### config.mk
export PLATFORM = sky130hd
export DESIGN_NAME = keyed_pool_lru_with_age_eviction
export DESIGN_NICKNAME = d
export VERILOG_FILES = /design/src/design/kpl_pkg.sv /design/src/design/keyed_pool_lru_with_age_eviction.sv
export SDC_FILE = /design/constraint.sdc
export NUM_CORES = 1
export LEC_CHECK = 0
export ABC_AREA = 1
export ABC_CLOCK_PERIOD_IN_PS = 9700
export BUFFER_PORTS_ARGS = -buffer_cell sky130_fd_sc_hd__buf_2
export CAP_MARGIN = 20
export CELL_PAD_IN_SITES_DETAIL_PLACEMENT = 0
export CELL_PAD_IN_SITES_GLOBAL_PLACEMENT = 1
export CORE_ASPECT_RATIO = 0.8
export CORE_MARGIN = 1
export CORE_UTILIZATION = 53
export CTS_CLUSTER_DIAMETER = 200
export CTS_CLUSTER_SIZE = 25
export DETAILED_ROUTE_END_ITERATION = 8
export GPL_ROUTABILITY_DRIVEN = 1
export PLACE_DENSITY = 0.83
export SLEW_MARGIN = 20
export SYNTH_ARGS = -nofsm -noshare
export SYNTH_HDL_FRONTEND = slang
export SYNTH_SLANG_ARGS = --single-unit
### constraint.sdc
create_clock -name clk -period 9.7 [get_ports clk]
set_clock_uncertainty 0.15 [all_clocks]
set_input_delay 0 -clock clk [delete_from_list [all_inputs] [get_ports clk]]
set_output_delay 0 -clock clk [all_outputs]
set_load 0.1 [all_outputs]
### src/design/kpl_pkg.sv
// Shared widths, constants and operation codes for the keyed pool.
package kpl_pkg;

  localparam int KEY_W        = 64;
  localparam int STAMP_W      = 32;
  localparam int AGE_W        = 10;
  localparam int SLOT_W       = 3;
  localparam int OUT_TDATA_W  = 8;

  localparam logic [AGE_W-1:0]   AGE_LIMIT_RESET = 10'd10;
  localparam logic [STAMP_W-1:0] STAMP_NONE      = 32'hFFFF_FFFF;

  // operation codes carried in tuser
  localparam logic OP_LOOKUP = 1'b0;
  localparam logic OP_FLUSH  = 1'b1;

  // output tdata bit positions
  localparam int OUT_HIT_BIT  = 0;
  localparam int OUT_SLOT_LO  = 1;
  localparam int OUT_REPL_BIT = 4;

endpackage

### src/design/keyed_pool_lru_with_age_eviction.sv
// Keyed pool with LRU replacement and age eviction: sequencer, entry store and result register.
//
// A lookup beat carries a 64-bit key (in_tdata) and the operation in in_tuser (0 lookup,
// 1 flush). One entry is examined per clock by a single shared key comparator and stamp
// comparator, so a lookup occupies the block through a search over all entries (first live
// match and oldest stamp together), an update step, an age check over all entries, and a
// step that waits to load the result register. A flush clears the pool and goes straight
// to the result step. in_tready is high only while the sequencer is idle;
// a finished result waits in the output register, and the next item may be accepted while it
// does. The age limit is written through cfg_valid/cfg_data, which is always ready and must
// only be used while the block is idle.
module keyed_pool_lru_with_age_eviction #(
  parameter int POOL_ENTRIES = 5
) (
  input  logic                              clk,
  input  logic                              rst,
  // configuration: age limit
  input  logic                              cfg_valid,
  output logic                              cfg_ready,
  input  logic [kpl_pkg::AGE_W-1:0]         cfg_data,
  // request stream
  input  logic                              in_tvalid,
  output logic                              in_tready,
  input  logic [kpl_pkg::KEY_W-1:0]         in_tdata,   // [63:0] key
  input  logic                              in_tuser,   // [0] operation
  // result stream
  output logic                              out_tvalid,
  input  logic                              out_tready,
  output logic [kpl_pkg::OUT_TDATA_W-1:0]   out_tdata   // [0] hit, [3:1] slot,
                                                        // [4] replaced_live, [7:5] zero
);

  localparam int IDX_W = (POOL_ENTRIES > 1) ? $clog2(POOL_ENTRIES) : 1;
  localparam logic [IDX_W-1:0] IDX_LAST = IDX_W'(POOL_ENTRIES - 1);

  localparam logic [2:0] ST_IDLE   = 3'd0;
  localparam logic [2:0] ST_SEARCH = 3'd1;
  localparam logic [2:0] ST_UPDATE = 3'd2;
  localparam logic [2:0] ST_AGE    = 3'd3;
  localparam logic [2:0] ST_DONE   = 3'd4;

  // entry store
  logic [kpl_pkg::KEY_W-1:0]   keys   [POOL_ENTRIES];
  logic [kpl_pkg::STAMP_W-1:0] stamps [POOL_ENTRIES];
  logic [POOL_ENTRIES-1:0]     live;

  logic [kpl_pkg::STAMP_W-1:0] tick;
  logic [kpl_pkg::AGE_W-1:0]   age_limit;

  logic [2:0]                  state;
  logic [IDX_W-1:0]            idx;
  logic [kpl_pkg::KEY_W-1:0]   key_reg;
  logic                        found;
  logic [IDX_W-1:0]            slot;
  logic [IDX_W-1:0]            oldest;
  logic [kpl_pkg::STAMP_W-1:0] min_stamp;
  logic                        was_live;
  logic                        load_out;

  // shared compare unit, driven by the scan index
  logic [kpl_pkg::KEY_W-1:0]   rd_key;
  logic [kpl_pkg::STAMP_W-1:0] rd_stamp;
  logic                        rd_live;
  logic                        key_match;
  logic                        stamp_less;
  logic [kpl_pkg::STAMP_W:0]   age_sum;
  logic                        aged_out;
  logic [IDX_W-1:0]            target;
  logic [IDX_W+kpl_pkg::SLOT_W-1:0] slot_ext;

  always_comb begin
    rd_key     = keys[idx];
    rd_stamp   = stamps[idx];
    rd_live    = live[idx];
    key_match  = rd_live && (rd_key == key_reg);
    stamp_less = rd_stamp < min_stamp;
    age_sum    = {1'b0, rd_stamp} + {{(kpl_pkg::STAMP_W + 1 - kpl_pkg::AGE_W){1'b0}}, age_limit};
    aged_out   = age_sum < {1'b0, tick};
    target     = found ? slot : oldest;
    slot_ext   = {{kpl_pkg::SLOT_W{1'b0}}, slot};
  end

  assign cfg_ready = 1'b1;
  assign in_tready = (state == ST_IDLE);

  // result register takes a finished beat once it is free
  assign load_out = (state == ST_DONE) && (!out_tvalid || out_tready);

  // configuration register
  always_ff @(posedge clk) begin
    if (rst) begin
      age_limit <= kpl_pkg::AGE_LIMIT_RESET;
    end else if (cfg_valid) begin
      age_limit <= cfg_data;
    end
  end

  // sequencer and entry updates
  always_ff @(posedge clk) begin
    if (rst) begin
      state      <= ST_IDLE;
      idx        <= '0;
      live       <= '0;
      tick       <= '0;
      found      <= 1'b0;
      slot       <= '0;
      oldest     <= '0;
      was_live   <= 1'b0;
      min_stamp  <= kpl_pkg::STAMP_NONE;
      out_tvalid <= 1'b0;
      out_tdata  <= '0;
      for (int i = 0; i < POOL_ENTRIES; i++) begin
        stamps[i] <= '0;
      end
    end else begin
      // result register: load a finished beat, else drop an accepted one
      if (load_out) begin
        out_tvalid <= 1'b1;
        out_tdata  <= {3'b000, was_live, slot_ext[kpl_pkg::SLOT_W-1:0], found};
      end else if (out_tready) begin
        out_tvalid <= 1'b0;
      end
      case (state)
        ST_IDLE: begin
          if (in_tvalid) begin
            key_reg   <= in_tdata;
            found     <= 1'b0;
            slot      <= '0;
            oldest    <= '0;
            was_live  <= 1'b0;
            min_stamp <= kpl_pkg::STAMP_NONE;
            idx       <= '0;
            if (in_tuser == kpl_pkg::OP_FLUSH) begin
              live <= '0;
              tick <= '0;
              for (int i = 0; i < POOL_ENTRIES; i++) begin
                stamps[i] <= '0;
              end
              state <= ST_DONE;
            end else begin
              state <= ST_SEARCH;
            end
          end
        end
        ST_SEARCH: begin
          // first live match, and oldest stamp on strict less-than
          if (key_match && !found) begin
            found <= 1'b1;
            slot  <= idx;
          end
          if (stamp_less) begin
            min_stamp <= rd_stamp;
            oldest    <= idx;
          end
          if (idx == IDX_LAST) begin
            idx   <= '0;
            state <= ST_UPDATE;
          end else begin
            idx <= idx + 1'b1;
          end
        end
        ST_UPDATE: begin
          stamps[target] <= tick;
          if (!found) begin
            keys[target] <= key_reg;
            was_live     <= live[target];
            live[target] <= 1'b1;
            slot         <= oldest;
          end
          state <= ST_AGE;
        end
        ST_AGE: begin
          if (aged_out) begin
            live[idx] <= 1'b0;
          end
          if (idx == IDX_LAST) begin
            idx   <= '0;
            tick  <= tick + 1'b1;
            state <= ST_DONE;
          end else begin
            idx <= idx + 1'b1;
          end
        end
        ST_DONE: begin
          // wait until the result register has taken the beat
          if (load_out) begin
            state <= ST_IDLE;
          end
        end
        default: begin
          state <= ST_IDLE;
        end
      endcase
    end
  end

endmodule

==> metrics.cfg <==
[clock_tree]
numCtsBuffers = 35
clockBufferDepth = 3
ctsResizeCount = 0
clk_latency_ps = 600
cts_htree_levels = 2
clockRootBuffer = clkbuf_16
post_cts_buffers = 0
tritoncts = done
ctsHoldBuffers = 165
cts.sinks = 742
path_clk_slew_ps = 100

[worst_setup_path]
cpMostUsedCell = nand2_1
cp_slowest_stage_delay_ps = 830
crit_type = register to register
worstPathMaxFanout = 55
arrival_ps = 6620
worst_path_max_delay_cell = dfxtp_4
startpoint_type = register
critPathCaptureType = register
worstPathRequired_ps = 10050
ff2ff_setup_slack_ps = 3430

[timing]
maxSlewViolCount = 0
period_minus_slack_ps = 6268
tightest_slew_ps = 1113
tns_ps = 0
finalSetupViolCount = 0
max_freq_ghz = 0.1595
timing.final.crit_share_pct = 64.62
relSlewSlack_pct = 25.77
rsz0062_at_grt = false
finalHoldViolCount = 0

[global_routing]
grt_pass1_vias = 23700
grt_max_degree = 136
grt_util_all_layers_pct = 26.92
grt_pass1_wl_um = 135800
antenna_found_initial = 0
overflow = 0

[floorplan]
die_area_um2 = 64900
rows = 82
die_w_um = 284.6
num_io_pins = 91
die_h_um = 228.1
start_util_pct = 53.83
coreArea_um2 = 62890

[placement]
dp_cells = 4211
port_buffers = 86
placed_area_um2 = 34890
place.detailed.hpwl_um = 50890
gp_congestion = 0.8824

[yosys]
synth_edf_count = 640
synth_area_um2 = 33850
synthCells = 3401
synth_area_leaders = edfxtp_1 57%, nand2_1 7.5%, nor2_1 6.9%, dfxtp_1 6.0%, o21ai_0 3.3%
synth_top_area_share_pct = 56.77
yosysSeqAreaShare_pct = 62.80
yosysMostFrequentCell = nand2_1
ys_ff_latch = 742
yosys.area.top_type = edfxtp_1
avgSynthCellArea_um2 = 9.954
ys_types = 54
synth_common_cells = 676 x nand2_1, 640 x edfxtp_1, 623 x nor2_1
yosysWarningCount = 0
async_flop_share_pct = 0
synthFlopType = edfxtp_1

[detailed_routing]
dr.first_iter.drc_count = 2412
antenna_left = 0
drt-wirelength-per-cell_um = 19.72
vias = 24680
vias_per_cell = 5.556
wl_um = 87600
first_pass_iters = 5
drc_errors = 0

[layout]
fill_cells = 5248
design_area_um2 = 37580
post-route-util_pct = 59.75
largest_reg_flops = 320
finalNonFillerCells = 4441
area_growth_pct = 11.00
nNetsFinal = 3729
drive_above_1_share_pct = 7.694

[power]
seqPwrFrac_pct = 49.1
power_switching_mw = 2.833
p_int_mw = 5.267
clkPwrFrac_pct = 21.0
vdd_drop_max_mv = 0.2216
cellPowerDensity_nw_per_um2 = 215.6
combPwrFrac_pct = 29.9
swShare_pct = 34.97
p_leak_nw = 14.64

[hold_path]
hold_path.class = primary input to register
hp-start = in_tdata[31]

[status]
status = complete, no violations

[run]
drv_cap = 0

[cells in the final DEF, fill, tap and decap left out, types with 33 or more instances in the layout]
cell type | netlist | routed
dfxtp_1 | 102 | 99
o21ai_0 | 224 | 224
nand2_1 | 676 | 676
ha_1 | 75 | 75
buf_2 | 50 | 86
clkbuf_16 | 0 | 36
a21oi_1 | 80 | 80
o21ai_1 | 75 | 75
edfxtp_1 | 640 | 640
nand3_1 | 212 | 212
buf_4 | 21 | 33
inv_1 | 237 | 236
or2_2 | 55 | 55
nor2_1 | 623 | 616
dlygate4sd3_1 | 0 | 165
[worst paths after layout]
| kind | end | cells after the start |
|---|---|---|
| worst max register to register | live[3] | 36 |
| worst max-delay path | live[3] | 36 |
| worst min register to register | out_tdata[4] | 2 |
| worst min-delay path | key_reg[31] | 2 |
[routing by layer]
layer / up-vias / share of wire, % / global-route usage (%)
met5: - / 0 / 0
met4: 0 / 1.8 / 5.796
met3: 94 / 7.9 / 4.460
met2: 894 / 44 / 40.66
met1: 11900 / 46 / 40.91
li1: 11790 / - / -
[worst max-delay path, delay by kind of cell (launching register included)]
family          cells  cell delay (ps)
buf+inv             2             1230
xor+xnor            1               90
compound gates      4              560
fa+ha+maj           2              690
simple gates       27             2590
flops               1              830
[logic make-up after synthesis]
| kind of cell | share of synthesized area (%) |
|---|---|
| XOR/XNOR | 0.9055 |
| adder cells (fa/ha/maj) | 2.831 |
| other | 0.02218 |
| AO/OA/AOI/OAI | 7.359 |
| buffers and inverters | 5.248 |
| AND/OR/NAND/NOR | 20.83 |
| flip-flops | 62.80 |
[power by group through the flow]
stage,sequential [mW],combinational [mW],clock [mW]
after floorplan,3.98,1.77,0
after global placement,4.03,2.27,0
after detailed placement,4.05,2.33,0
after CTS,3.98,2.40,1.73
after global routing,4.01,2.73,1.84
final,3.98,2.42,1.70
[area by class of cell]
type	instances	area, µm²	share of cell area, %
flip-flops and latches	742	21270	56.60
repair buffers	285	2350	6.253
diodes	1	2.502	0.006659
multi-input cells	2248	10890	28.97
clock inverters	3	33.78	0.08990
clock buffers	61	994.7	2.647
well taps	840	1051	2.797
inverters	261	988.4	2.630
[metrics by stage]
| step | hold slack [ps] | worst slack, ps | power, mW |
|---|---|---|---|
| 2_1_floorplan | -51.13 | 4564 | 5.746 |
| 3_3_place_gp | 26.11 | 3539 | 6.304 |
| 3_5_place_dp | 28.09 | 3447 | 6.376 |
| 4_1_cts | 1.730 | 3468 | 8.107 |
| 5_1_grt | 12.98 | 2751 | 8.583 |
| 6_report | 31.91 | 3432 | 8.100 |
Power figures use the tool's default switching activity.
